$ cat src/hdl/cpt_pkg.sv
// ----------------------------------------------------------------------------
// cpt_pkg
// Shared types and constants of the calibrated proximity trigger.
// ----------------------------------------------------------------------------
package cpt_pkg;

	// input transaction kinds, carried in s_tuser
	typedef enum logic [1:0] {
		KIND_SAMPLE    = 2'd0,
		KIND_TICK      = 2'd1,
		KIND_CALIBRATE = 2'd2
	} kind_t;

	// configuration register indexes
	typedef enum logic [2:0] {
		CFG_WINDOW_MS     = 3'd0,
		CFG_SPREAD_GAIN   = 3'd1,
		CFG_SPREAD_OFFSET = 3'd2,
		CFG_ENABLED       = 3'd3,
		CFG_HOLDOFF_MS    = 3'd4,
		CFG_KEEPALIVE_MS  = 3'd5
	} cfg_index_t;

	localparam int CFG_INDEX_W = 3;
	localparam int CFG_DATA_W  = 22;
	localparam int WINDOW_W    = 16;
	localparam int GAIN_W      = 8;
	localparam int HOLDOFF_W   = 16;
	localparam int SINCE_W     = 22;
	localparam int TOTAL_W     = 32;
	localparam int SPREAD_W    = 15;

	localparam logic [WINDOW_W-1:0]  WINDOW_MS_RST     = 16'd10000;
	localparam logic [GAIN_W-1:0]    SPREAD_GAIN_RST   = 8'd1;
	localparam logic [GAIN_W-1:0]    SPREAD_OFFSET_RST = 8'd1;
	localparam logic                 ENABLED_RST       = 1'b1;
	localparam logic [HOLDOFF_W-1:0] HOLDOFF_MS_RST    = 16'd1000;
	localparam logic [SINCE_W-1:0]   KEEPALIVE_MS_RST  = 22'd1500000;
	localparam logic [SINCE_W-1:0]   SINCE_MAX         = 22'h3FFFFF;

	// one result, flash in the lowest bit
	typedef struct packed {
		logic [SPREAD_W-1:0] spread_b;
		logic [SPREAD_W-1:0] spread_a;
		logic                calibration_done;
		logic                calibrating;
		logic [TOTAL_W-1:0]  flash_total;
		logic                flash;
	} result_t;

	localparam int RESULT_W    = $bits(result_t);
	localparam int OUT_TDATA_W = ((RESULT_W + 7) / 8) * 8;

	// bit positions of the result fields in m_tdata
	localparam int POS_FLASH       = 0;
	localparam int POS_TOTAL       = 1;
	localparam int POS_CALIBRATING = POS_TOTAL + TOTAL_W;
	localparam int POS_DONE        = POS_CALIBRATING + 1;

endpackage

$ cat src/hdl/cpt_threshold.sv
// ----------------------------------------------------------------------------
// cpt_threshold
// Threshold of one sensor: low - (spread * gain + offset), signed and wide.
// ----------------------------------------------------------------------------
module cpt_threshold #(
	parameter int DIST_W = 15
) (
	input  logic [DIST_W-1:0]          low,
	input  logic [DIST_W-1:0]          high,
	input  logic [cpt_pkg::GAIN_W-1:0] gain,
	input  logic [cpt_pkg::GAIN_W-1:0] offset,
	output logic [DIST_W-1:0]          limit,
	output logic                       negative
);

	localparam int PROD_W = DIST_W + cpt_pkg::GAIN_W;
	localparam int SUM_W  = PROD_W + 1;
	localparam int DIFF_W = SUM_W + 1;

	logic [DIST_W-1:0] spread;
	logic [PROD_W-1:0] product;
	logic [SUM_W-1:0]  margin;
	logic [DIFF_W-1:0] diff;

	always_comb begin
		spread   = high - low;
		product  = PROD_W'(spread) * PROD_W'(gain);
		margin   = SUM_W'(product) + SUM_W'(offset);
		diff     = DIFF_W'(low) - DIFF_W'(margin);
		negative = diff[DIFF_W-1];
		limit    = diff[DIST_W-1:0];
	end

endmodule

$ cat src/hdl/calibrated_proximity_trigger_unit.sv
// ----------------------------------------------------------------------------
// calibrated_proximity_trigger_unit
// Two-sensor proximity trigger with self calibration and keepalive flash.
// ----------------------------------------------------------------------------
// Each input transaction is a distance sample pair, a one millisecond tick
// or a calibration start, and yields exactly one result transaction. The
// block takes one transaction per clock cycle while the output is not
// stalled; a result passes the input register, then the result register, and
// the rate is set by the single-pass update of the calibration and flash
// state between them. s_tready follows m_tready combinationally, so a
// stalled output holds back the input only once both registers are full.
// A calibration window runs after reset. Configuration writes are always
// accepted (cfg_ready is tied high) and take effect on the next cycle; they
// are meant to be issued while no transaction is in flight.
// ----------------------------------------------------------------------------
module calibrated_proximity_trigger_unit #(
	parameter  int DISTANCE_BITS = 15,
	localparam int IN_TDATA_W    = ((2 * DISTANCE_BITS + 7) / 8) * 8
) (
	input  logic                              clk,
	input  logic                              arst_n,
	// input stream
	input  logic                              s_tvalid,
	output logic                              s_tready,
	input  logic [IN_TDATA_W-1:0]             s_tdata,  // distance_a, distance_b, zero pad
	input  logic [1:0]                        s_tuser,  // kind
	// result stream
	output logic                              m_tvalid,
	input  logic                              m_tready,
	output logic [cpt_pkg::OUT_TDATA_W-1:0]   m_tdata,  // flash, flash_total, calibrating,
	                                                    // calibration_done, spread_a,
	                                                    // spread_b, zero pad
	// configuration write channel
	input  logic                              cfg_valid,
	output logic                              cfg_ready,
	input  logic [cpt_pkg::CFG_INDEX_W-1:0]   cfg_index,
	input  logic [cpt_pkg::CFG_DATA_W-1:0]    cfg_data
);

	localparam int DW         = DISTANCE_BITS;
	localparam int SPREAD_EXT = (DW > cpt_pkg::SPREAD_W) ? DW : cpt_pkg::SPREAD_W;
	localparam int PAD_W      = cpt_pkg::OUT_TDATA_W - cpt_pkg::RESULT_W;

	// configuration registers
	logic [cpt_pkg::WINDOW_W-1:0]  window_ms_q;
	logic [cpt_pkg::GAIN_W-1:0]    spread_gain_q;
	logic [cpt_pkg::GAIN_W-1:0]    spread_offset_q;
	logic                          enabled_q;
	logic [cpt_pkg::HOLDOFF_W-1:0] holdoff_ms_q;
	logic [cpt_pkg::SINCE_W-1:0]   keepalive_ms_q;

	// input stage
	logic          valid_s1;
	logic [1:0]    kind_s1;
	logic [DW-1:0] dist_a_s1;
	logic [DW-1:0] dist_b_s1;

	// result register
	logic                 out_valid_q;
	cpt_pkg::result_t     result_q;

	// calibration and flash state
	logic                          in_window_q;
	logic                          seen_q;
	logic [cpt_pkg::WINDOW_W-1:0]  elapsed_q;
	logic [DW-1:0]                 low_a_q, high_a_q, low_b_q, high_b_q;
	logic [DW-1:0]                 limit_a_q, limit_b_q;
	logic [cpt_pkg::SINCE_W-1:0]   since_q;
	logic [cpt_pkg::TOTAL_W-1:0]   counter_q;

	// next state
	logic                          in_window_d;
	logic                          seen_d;
	logic [cpt_pkg::WINDOW_W-1:0]  elapsed_d;
	logic [DW-1:0]                 low_a_d, high_a_d, low_b_d, high_b_d;
	logic [DW-1:0]                 limit_a_d, limit_b_d;
	logic [cpt_pkg::SINCE_W-1:0]   since_d;
	logic [cpt_pkg::TOTAL_W-1:0]   counter_d;
	logic                          flash_d;
	logic                          done_d;
	logic [DW-1:0]                 spread_a_d, spread_b_d;
	logic [SPREAD_EXT-1:0]         spread_a_ext, spread_b_ext;
	cpt_pkg::result_t              result_d;

	// candidate thresholds from the current window
	logic [DW-1:0] thr_a, thr_b;
	logic          neg_a, neg_b;

	logic advance;   // the result register can take a new result
	logic step;      // the item in the input stage is processed this cycle

	assign advance   = !out_valid_q || m_tready;
	assign step      = valid_s1 && advance;
	assign s_tready  = !valid_s1 || advance;
	assign cfg_ready = 1'b1;
	assign m_tvalid  = out_valid_q;
	assign m_tdata   = {{PAD_W{1'b0}}, result_q};

	cpt_threshold #(
		.DIST_W (DW)
	) u_thr_a (
		.low      (low_a_q),
		.high     (high_a_q),
		.gain     (spread_gain_q),
		.offset   (spread_offset_q),
		.limit    (thr_a),
		.negative (neg_a)
	);

	cpt_threshold #(
		.DIST_W (DW)
	) u_thr_b (
		.low      (low_b_q),
		.high     (high_b_q),
		.gain     (spread_gain_q),
		.offset   (spread_offset_q),
		.limit    (thr_b),
		.negative (neg_b)
	);

	// configuration writes, unknown indexes are dropped
	always_ff @(posedge clk or negedge arst_n) begin
		if (!arst_n) begin
			window_ms_q     <= cpt_pkg::WINDOW_MS_RST;
			spread_gain_q   <= cpt_pkg::SPREAD_GAIN_RST;
			spread_offset_q <= cpt_pkg::SPREAD_OFFSET_RST;
			enabled_q       <= cpt_pkg::ENABLED_RST;
			holdoff_ms_q    <= cpt_pkg::HOLDOFF_MS_RST;
			keepalive_ms_q  <= cpt_pkg::KEEPALIVE_MS_RST;
		end else if (cfg_valid) begin
			case (cfg_index)
				cpt_pkg::CFG_WINDOW_MS:     window_ms_q     <= cfg_data[cpt_pkg::WINDOW_W-1:0];
				cpt_pkg::CFG_SPREAD_GAIN:   spread_gain_q   <= cfg_data[cpt_pkg::GAIN_W-1:0];
				cpt_pkg::CFG_SPREAD_OFFSET: spread_offset_q <= cfg_data[cpt_pkg::GAIN_W-1:0];
				cpt_pkg::CFG_ENABLED:       enabled_q       <= cfg_data[0];
				cpt_pkg::CFG_HOLDOFF_MS:    holdoff_ms_q    <= cfg_data[cpt_pkg::HOLDOFF_W-1:0];
				cpt_pkg::CFG_KEEPALIVE_MS:  keepalive_ms_q  <= cfg_data[cpt_pkg::SINCE_W-1:0];
				default: ;
			endcase
		end
	end

	// input stage: capture a transaction whenever the stage is free or drains
	always_ff @(posedge clk or negedge arst_n) begin
		if (!arst_n) begin
			valid_s1 <= 1'b0;
		end else if (s_tready) begin
			valid_s1 <= s_tvalid;
		end
	end

	always_ff @(posedge clk) begin
		if (s_tvalid && s_tready) begin
			kind_s1   <= s_tuser;
			dist_a_s1 <= s_tdata[DW-1:0];
			dist_b_s1 <= s_tdata[2*DW-1:DW];
		end
	end

	// single-pass update of the trigger state for the item in the input stage
	always_comb begin
		in_window_d = in_window_q;
		seen_d      = seen_q;
		elapsed_d   = elapsed_q;
		low_a_d     = low_a_q;
		high_a_d    = high_a_q;
		low_b_d     = low_b_q;
		high_b_d    = high_b_q;
		limit_a_d   = limit_a_q;
		limit_b_d   = limit_b_q;
		since_d     = since_q;
		counter_d   = counter_q;
		flash_d     = 1'b0;
		done_d      = 1'b0;

		case (kind_s1)
			cpt_pkg::KIND_SAMPLE: begin
				if (in_window_q) begin
					// track min and max, the first sample seeds both
					if (!seen_q) begin
						low_a_d  = dist_a_s1;
						high_a_d = dist_a_s1;
						low_b_d  = dist_b_s1;
						high_b_d = dist_b_s1;
						seen_d   = 1'b1;
					end else begin
						if (dist_a_s1 < low_a_q)  low_a_d  = dist_a_s1;
						if (dist_a_s1 > high_a_q) high_a_d = dist_a_s1;
						if (dist_b_s1 < low_b_q)  low_b_d  = dist_b_s1;
						if (dist_b_s1 > high_b_q) high_b_d = dist_b_s1;
					end
				end else if (enabled_q
				             && (dist_a_s1 <= limit_a_q || dist_b_s1 <= limit_b_q)
				             && since_q >= cpt_pkg::SINCE_W'(holdoff_ms_q)) begin
					flash_d   = 1'b1;
					since_d   = '0;
					counter_d = counter_q + 32'd1;
				end
			end
			cpt_pkg::KIND_TICK: begin
				// saturating time since the last flash
				if (since_q != cpt_pkg::SINCE_MAX) since_d = since_q + 22'd1;
				if (in_window_q) begin
					if (elapsed_q >= window_ms_q) begin
						// window over: accept the thresholds or start again
						if (!seen_q) begin
							elapsed_d = '0;
						end else if (neg_a || neg_b) begin
							seen_d    = 1'b0;
							elapsed_d = '0;
						end else begin
							limit_a_d   = thr_a;
							limit_b_d   = thr_b;
							in_window_d = 1'b0;
							done_d      = 1'b1;
						end
					end else begin
						elapsed_d = elapsed_q + 16'd1;
					end
				end
				// keepalive, ignores enabled, never during a window
				if (!in_window_d && since_d > keepalive_ms_q) begin
					flash_d   = 1'b1;
					since_d   = '0;
					counter_d = counter_q + 32'd1;
				end
			end
			cpt_pkg::KIND_CALIBRATE: begin
				in_window_d = 1'b1;
				seen_d      = 1'b0;
				elapsed_d   = '0;
			end
			default: ;
		endcase

		spread_a_d   = high_a_d - low_a_d;
		spread_b_d   = high_b_d - low_b_d;
		spread_a_ext = SPREAD_EXT'(spread_a_d);
		spread_b_ext = SPREAD_EXT'(spread_b_d);

		result_d.flash            = flash_d;
		result_d.flash_total      = counter_d;
		result_d.calibrating      = in_window_d;
		result_d.calibration_done = done_d;
		result_d.spread_a         = spread_a_ext[cpt_pkg::SPREAD_W-1:0];
		result_d.spread_b         = spread_b_ext[cpt_pkg::SPREAD_W-1:0];
	end

	// state registers, updated once per processed item
	always_ff @(posedge clk or negedge arst_n) begin
		if (!arst_n) begin
			in_window_q <= 1'b1;
			seen_q      <= 1'b0;
			elapsed_q   <= '0;
			low_a_q     <= '0;
			high_a_q    <= '0;
			low_b_q     <= '0;
			high_b_q    <= '0;
			limit_a_q   <= '0;
			limit_b_q   <= '0;
			since_q     <= '0;
			counter_q   <= '0;
		end else if (step) begin
			in_window_q <= in_window_d;
			seen_q      <= seen_d;
			elapsed_q   <= elapsed_d;
			low_a_q     <= low_a_d;
			high_a_q    <= high_a_d;
			low_b_q     <= low_b_d;
			high_b_q    <= high_b_d;
			limit_a_q   <= limit_a_d;
			limit_b_q   <= limit_b_d;
			since_q     <= since_d;
			counter_q   <= counter_d;
		end
	end

	// result register: holds while the downstream stalls
	always_ff @(posedge clk or negedge arst_n) begin
		if (!arst_n) begin
			out_valid_q <= 1'b0;
		end else if (advance) begin
			out_valid_q <= valid_s1;
		end
	end

	always_ff @(posedge clk) begin
		if (step) begin
			result_q <= result_d;
		end
	end

endmodule

$ cat config.mk
export PLATFORM = sky130hd
export DESIGN_NAME = calibrated_proximity_trigger_unit
export DESIGN_NICKNAME = d
export VERILOG_FILES = /design/src/hdl/cpt_pkg.sv /design/src/hdl/cpt_threshold.sv /design/src/hdl/calibrated_proximity_trigger_unit.sv
export SDC_FILE = /design/constraint.sdc
export NUM_CORES = 2
export LEC_CHECK = 0
export BUFFER_PORTS_ARGS = -buffer_cell sky130_fd_sc_hd__buf_2
export CORE_MARGIN = 5
export CORE_UTILIZATION = 35
export CTS_CLUSTER_SIZE = 10
export DETAILED_ROUTE_END_ITERATION = 8
export GPL_ROUTABILITY_DRIVEN = 0
export PLACE_DENSITY = 0.62
export SKIP_CTS_REPAIR_TIMING = 1
export SYNTH_ARGS = -nofsm -noshare
export SYNTH_HDL_FRONTEND = slang
export SYNTH_SLANG_ARGS = --single-unit
$ cat constraint.sdc
create_clock -name clk -period 7.8 [get_ports clk]
set_clock_uncertainty 0.15 [all_clocks]
set_input_delay 0.78 -clock clk [delete_from_list [all_inputs] [get_ports clk]]
set_output_delay 0.78 -clock clk [all_outputs]
set_load 0.01 [all_outputs]
* After elaboration in Yosys (flattened, before gate mapping) *
Cells that the tools add are included.
W data, S select, Z words.

operators by class
  divide/modulo/power cells = 0
  multiplexer cells = 47
  $add $sub $neg = 11
  order comparisons = 9
  reduce and logical (&&, ||, !) cells = 28
  equal/unequal tests = 14
  bitwise gates (word level) = 1
  shift-type cells = 0
  $mul = 2

operators with widths
  operator                 number
  $mux W15                 16
  $mux W22                 5
  $mux W32                 3
  $mux W16                 4
  $pmux W32 S2             1
  $sub A15 B15 Y15         4
  $sub A15 B24 Y25         2
  $add A23 B8 Y24          2
  $mul A15 B8 Y23          2
  $pmux W22 S2             1
  $add A32 B1 Y32 const B  1
  $pmux W16 S2             1
  $gt A15 B15 Y1           2
  $le A15 B15 Y1           2
  $lt A15 B15 Y1           2
  $add A22 B1 Y22 const B  1
  $ge A22 B16 Y1           1
  $gt A22 B22 Y1           1
  $ne A22 B22 Y1 const B   1
  $add A16 B1 Y16 const B  1
  $ge A16 B16 Y1           1
  $mux W1                  13
  $reduce_and A2 Y1        6
  $ne A2 B2 Y1 const B     5
  20 further kinds         34

word-level totals
  input port bits = 64
  memories kept = 0
  bits in writable memories = 0
  latch bits = 0
  logic and storage cells = 140
  ROM bits = 0
  register bits after elaboration = 332
  output and inout port bits = 75

* Longest topological paths before layout *
  depth in word-level cells = 14
  mapped depth = 34
  depth with buffers taken out = 32

* Modules after synthesis *
From an unflattened synthesis, not the netlist that was laid out.

second synthesis, totals
  cells, all modules = 3388
  area, all modules = 31253.7 um^2

modules (own cells, without submodules)
  module                             instances  area each (um^2)  cells each  seq. area each (um^2)
  calibrated_proximity_trigger_unit  1          19741.4           2045        8824.7
  cpt_threshold (u_thr_b)            1          5833.1            684         0.0
  cpt_threshold (u_thr_a)            1          5679.2            659         0.0

* Worst setup path after synthesis *
Ideal clock, no wire load.

  kind = reg2reg
  start point = register low_b_q[1]
  end point = register result_q (netlist bit m_tdata[24]), data pin
  data required time = 7.384 ns
  arrival time = 7.094 ns
  setup time = 0.266 ns
  slack = 0.290 ns
  clock period less this slack = 7.510 ns
  buffers on the path = 2
  cell stages (with the launch flop) = 30
  cell sequence = dfrtp_1 -> inv_1 -> ha_1 -> a21o_1 -> a21oi_1 -> o21bai_1 -> a31o_2 -> a21oi_1 -> xnor2_1 -> and2_1 -> fa_1 -> inv_1 -> fa_1 -> fa_1 -> fa_1 -> inv_1 -> fa_1 -> inv_1 -> ha_1 -> o21ai_0 -> nand2b_1 -> o31ai_4 -> o31a_2 -> nor4b_4 -> mux2_4 -> o31a_1 -> buf_4 -> buf_2 -> o31ai_1 -> o31ai_1

between the ends
  word-level cells in the longest chain between the ends = 14

ends and longest elaborated chain
  element                  line                                      text
  from (decl)              calibrated_proximity_trigger_unit.sv:66   logic [DW-1:0] low_a_q, high_a_q, low_b_q, high_b_q;
  from (signal assigned)   calibrated_proximity_trigger_unit.sv:269  low_b_q <= low_b_d;
  $sub A15 B15 Y15         cpt_threshold.sv:26                       spread = high - low;
  $mul A15 B8 Y23          cpt_threshold.sv:27                       product = PROD_W'(spread) * PROD_W'(gain);
  $add A23 B8 Y24          cpt_threshold.sv:28                       margin = SUM_W'(product) + SUM_W'(offset);
  $sub A15 B24 Y25 (*)     cpt_threshold.sv:29                       diff = DIFF_W'(low) - DIFF_W'(margin);
  $logic_or A1 B1 Y1 (*)   calibrated_proximity_trigger_unit.sv:208  end else if (neg_a || neg_b) begin
  $mux W1 (*)              calibrated_proximity_trigger_unit.sv:208
  $mux W1 (*)              calibrated_proximity_trigger_unit.sv:206  if (!seen_q) begin
  $mux W1 (*)              calibrated_proximity_trigger_unit.sv:204  if (elapsed_q >= window_ms_q) begin
  $mux W1 (*)              calibrated_proximity_trigger_unit.sv:203  if (in_window_q) begin
  $mux W1 (*)              calibrated_proximity_trigger_unit.sv:176  case (kind_s1)
  $logic_not A1 Y1 (*)     calibrated_proximity_trigger_unit.sv:222  if (!in_window_d && since_d > keepalive_ms_q) begin
  $logic_and A1 B1 Y1 (*)  calibrated_proximity_trigger_unit.sv:222
  $mux W32 (*)             calibrated_proximity_trigger_unit.sv:222
  $pmux W32 S2 (*)         calibrated_proximity_trigger_unit.sv:176
  via counter_d (one bit)  calibrated_proximity_trigger_unit.sv:78   logic [cpt_pkg::TOTAL_W-1:0] counter_d;
  to (signal assigned)     calibrated_proximity_trigger_unit.sv:289  result_q <= result_d;
  to (decl)                calibrated_proximity_trigger_unit.sv:60   cpt_pkg::result_t result_q;

The timed path passes the listed nets; every way through them passes the cells marked *. The select of a mux whose other input is x is not followed.
A chain may end at the register's enable or synchronous reset.

* Worst setup path in the final report *
  start point = register high_b_q[0]
  end point = register result_q (netlist bit m_tdata[29]), data pin

between the ends
  word-level cells in the longest chain between the ends = 14

ends and longest elaborated chain
  element                  line                                      text
  from (decl)              calibrated_proximity_trigger_unit.sv:66
  from (signal assigned)   calibrated_proximity_trigger_unit.sv:270  high_b_q <= high_b_d;
  $sub A15 B15 Y15         cpt_threshold.sv:26
  $mul A15 B8 Y23          cpt_threshold.sv:27
  $add A23 B8 Y24          cpt_threshold.sv:28
  $sub A15 B24 Y25         cpt_threshold.sv:29
  $logic_or A1 B1 Y1       calibrated_proximity_trigger_unit.sv:208
  $mux W1                  calibrated_proximity_trigger_unit.sv:208
  $mux W1                  calibrated_proximity_trigger_unit.sv:206
  $mux W1                  calibrated_proximity_trigger_unit.sv:204
  $mux W1                  calibrated_proximity_trigger_unit.sv:203
  $mux W1                  calibrated_proximity_trigger_unit.sv:176
  $logic_not A1 Y1         calibrated_proximity_trigger_unit.sv:222
  $logic_and A1 B1 Y1      calibrated_proximity_trigger_unit.sv:222
  $mux W32                 calibrated_proximity_trigger_unit.sv:222
  $pmux W32 S2             calibrated_proximity_trigger_unit.sv:176
  via counter_d (one bit)  calibrated_proximity_trigger_unit.sv:78

The timed path passes the listed nets, and every way through them passes these cells. The select of a mux whose other input is x is not followed.

==> impl.org <==
** Die
- Floorplan die area :: 91920 sq um
- The floorplan has 107 rows.
- Height of the die :: 303.2 um
- Effective utilization at floorplan :: 35.28%
- Total core area :: 85280 sq um
- I/O pin total :: 139
- Die W :: 303.2 um

** Global route
- Entering global routing, the biggest net connects 106 pins.
- Summed over all layers, the global routing overflow is 0.
- The number of antenna violations at the first check in global routing was 8.
- Wire length of the first global-routing pass :: 128800 um
- GRT Total Usage :: 17.51%
- Number of global-route vias before repair :: 23242

** Critical path
- The worst register-to-register path begins at high_b_q[0]$_DFFE_PN0P_.
- Data arrival time of the critical path :: 8.06 ns
- Slack of the worst reg-to-reg path :: -0.08 ns
- Startpoint type of the worst setup path :: flop
- Along the worst path, the maximum fanout reaches 6.
- Capturing point of the worst reg2reg path :: m_tdata[29]$_DFFE_PP_
- The critical path is of the flop to flop type.
- Standard cell with the maximum stage delay on the critical path :: sky130_fd_sc_hd__fa_1
- The worst register-to-register path has a depth of 31.
- STA classifies the critical path endpoint as a flop.
- Stage delay of the slowest cell on the critical path :: 0.55 ns
- Worst Path Required :: 7.97 ns
- In this run the worst setup path begins at high_b_q[0]$_DFFE_PN0P_.
- Critical path capture point :: m_tdata[29]$_DFFE_PP_

** Drt
- In the final routed layout, each cell accounts on average for 17.93 um.
- Drt via density :: 5.075
- The first TritonRoute pass finished after 8 iterations.
- Total DRC errors in the routed layout :: 0
- Total length of routed wires :: 82680 um
- The routed layout has 23406 vias.
- Routed Antenna Nets :: 0
- The first routing iteration left 1473 violations.

** STA
- Final min period :: 7.884 ns
- For the pin with the worst max-slew slack, the measured transition is 1.430 ns.
- Final setup violation count :: 28
- Headroom to the max-slew limit came out at 4.397%.
- Fmax :: 126.8 MHz
- Setup repair after global routing could not meet its margin everywhere.
- Across all setup checks in the final design, the least slack found is -0.08450 ns.
- Final hold violation count :: 0
- Of the available clock period, the critical path in the final layout requires 101.1%.
- The final-report max-slew violation count was 0.

** Clock network
- H-tree depth reported by CTS :: 2
- Clock root buffer master :: sky130_fd_sc_hd__clkbuf_16
- Clock tree synthesis found a total of 332 sinks.
- At the later pin of the worst-skew pair, clock insertion delay measures 0.59 ns.
- Counting along the longest clock path gives a buffer depth of 3.
- TritonCTS created 42 clock buffers.
- Clock tree from TritonCTS :: done
- Clock-pin slew on the worst setup and hold paths :: 0.06 ns

** Cells and area
- In the layout the commonest cells are 441 x sky130_fd_sc_hd__inv_1, 342 x sky130_fd_sc_hd__ha_1, 228 x sky130_fd_sc_hd__nand2_1, 210 x sky130_fd_sc_hd__dfrtp_1, 204 x sky130_fd_sc_hd__fa_1.
- The post-route netlist has 18.47% of its cells at a drive strength greater than 1.
- Layout overhead on the synthesized area :: 19.06%
- Cells fill 42.00% of the core in the end.
- Number of filler cells placed in the layout :: 8245
- Final #Nets :: 4050
- Leading cell type in the layout, fill and taps excluded :: sky130_fd_sc_hd__inv_1

** Synth
- Yosys synthesis warning count :: 0
- Flops & latches, synth :: 332
- Synthesis instantiated 76 different standard cells from the library.
- Sequential share of the synthesized area :: 29.33%
- Post-synthesis instance area :: 30080 sq um
- Synthesis handed over a netlist of 3156 instances.
- Yosys mapped a number of flops with a built-in enable equal to 97.
- Counting flops with an async set or reset pin after synthesis yields a share of 70.78%.
- The most used flip-flop cell after synthesis is sky130_fd_sc_hd__dfrtp_1.
- A synthesized cell averages 9.532 sq um.

** Status
- The checks that failed: setup timing.
- The run finished, with violations left.

** Placement
- Final HPWL from detailed placement :: 61760 um
- I/O Buffers :: 128

** Worst hold path
- In this run the worst hold path is classified as input pin to async pin.

** Job
- Count of max-cap constraint violations :: 0
## worst min-delay path by stage
stage	slack (ns)	end	from	cells after the start
floorplan	0.30	low_b_q[10]$_DFFE_PN0P_	low_b_q[10]$_DFFE_PN0P_	2
global placement	0.32	low_b_q[7]$_DFFE_PN0P_	low_b_q[7]$_DFFE_PN0P_	2
detailed placement	0.32	low_b_q[2]$_DFFE_PN0P_	low_b_q[2]$_DFFE_PN0P_	2
CTS	0.13	counter_q[25]$_DFFE_PN0P_	arst_n	1
global route	0.14	counter_q[28]$_DFFE_PN0P_	arst_n	1
finish	0.07	counter_q[28]$_DFFE_PN0P_	arst_n	1
## flip-flops by register name, indices dropped and copies added, names as in the netlist, 16 cells and up
signal          count
m_tdata            65
counter_q          32
keepalive_ms_q     22
since_q            22
elapsed_q          16
holdoff_ms_q       16
window_ms_q        16
## metrics by stage
stage	hold WS (ns)	worst slack, ns	area [sq um]	instances	TNS, ns
2_1_floorplan	0.2998	0.2899	30110	3162	0
3_3_place_gp	0.3164	-0.3259	33260	4509	-25.44
3_5_place_dp	0.3232	-0.4625	33260	4509	-36.20
4_1_cts	0.1313	-0.4996	34640	4586	-43.36
5_1_grt	0.1393	-0.4004	35820	4611	-35.62
6_report	0.06924	-0.08450	35820	4612	-1.072
## logic make-up (layout without fill, tap and decap cells)
family / after synthesis / after routing / share of synthesized area [%]
AOI/OAI and AO/OA: 640 / 640 / 13.47
xor gates and xnor gates: 91 / 91 / 2.649
adders and majority gates: 554 / 554 / 28.18
buffers and inverters: 558 / 861 / 7.191
DFF: 332 / 332 / 29.33
muxes: 115 / 115 / 4.126
other: 2 / 11 / 0.02496
and+or+nand+nor: 864 / 864 / 15.02
## layout make-up
type                            instances  area (sq um)  share of cell area (%)
Multi-Input combinational cell       2272         19940                   55.67
Sequential cell                       332          8825                   24.64
Timing Repair Buffer                  338          2559                   7.144
Tap cell                             1144          1431                   3.996
Inverter                              446          1679                   4.688
Antenna cell                            3         7.507                 0.02096
Clock inverter                          7         148.9                  0.4157
Clock buffer                           70          1227                   3.427
## cells in the mapped netlist, drive strengths merged (46+ instances only)
library cell	count	area, sq um
nor2b	60	375.4
o21ai	234	1182
nor2	105	399.1
nand2	229	859.6
edfxtp	97	2913
and2	186	1164
xnor2	63	551.8
inv	445	1670
mux2	69	780.7
o31ai	73	566.8
clkbuf	79	296.5
a21o	51	382.9
dfrtp	210	5255
a21oi	108	540.5
ha	348	4354
mux2i	46	460.4
fa	206	4124
nand3	81	405.4
## layer usage
layer,vias up,share of wire (%),global-route usage [%]
li1,11351,-,-
met1,11463,46,24.52
met2,488,47,28.49
met3,98,5.1,2.932
met4,6,2.1,4.219
met5,-,0.031,0
## worst max-delay path, delay by kind of cell, from the launching register on
family | cells | cell delay, ns
DFF | 1 | 0.37
adders and majority gates | 8 | 3.20
and+or+nand+nor | 4 | 0.59
AOI/OAI and AO/OA | 10 | 2.04
xor gates and xnor gates | 1 | 0.14
muxes | 1 | 0.40
buffers and inverters | 7 | 0.70
Power is left out: the tool's default activity adds up to more than one toggle a clock period on the data nets, which glitch-free logic cannot reach.
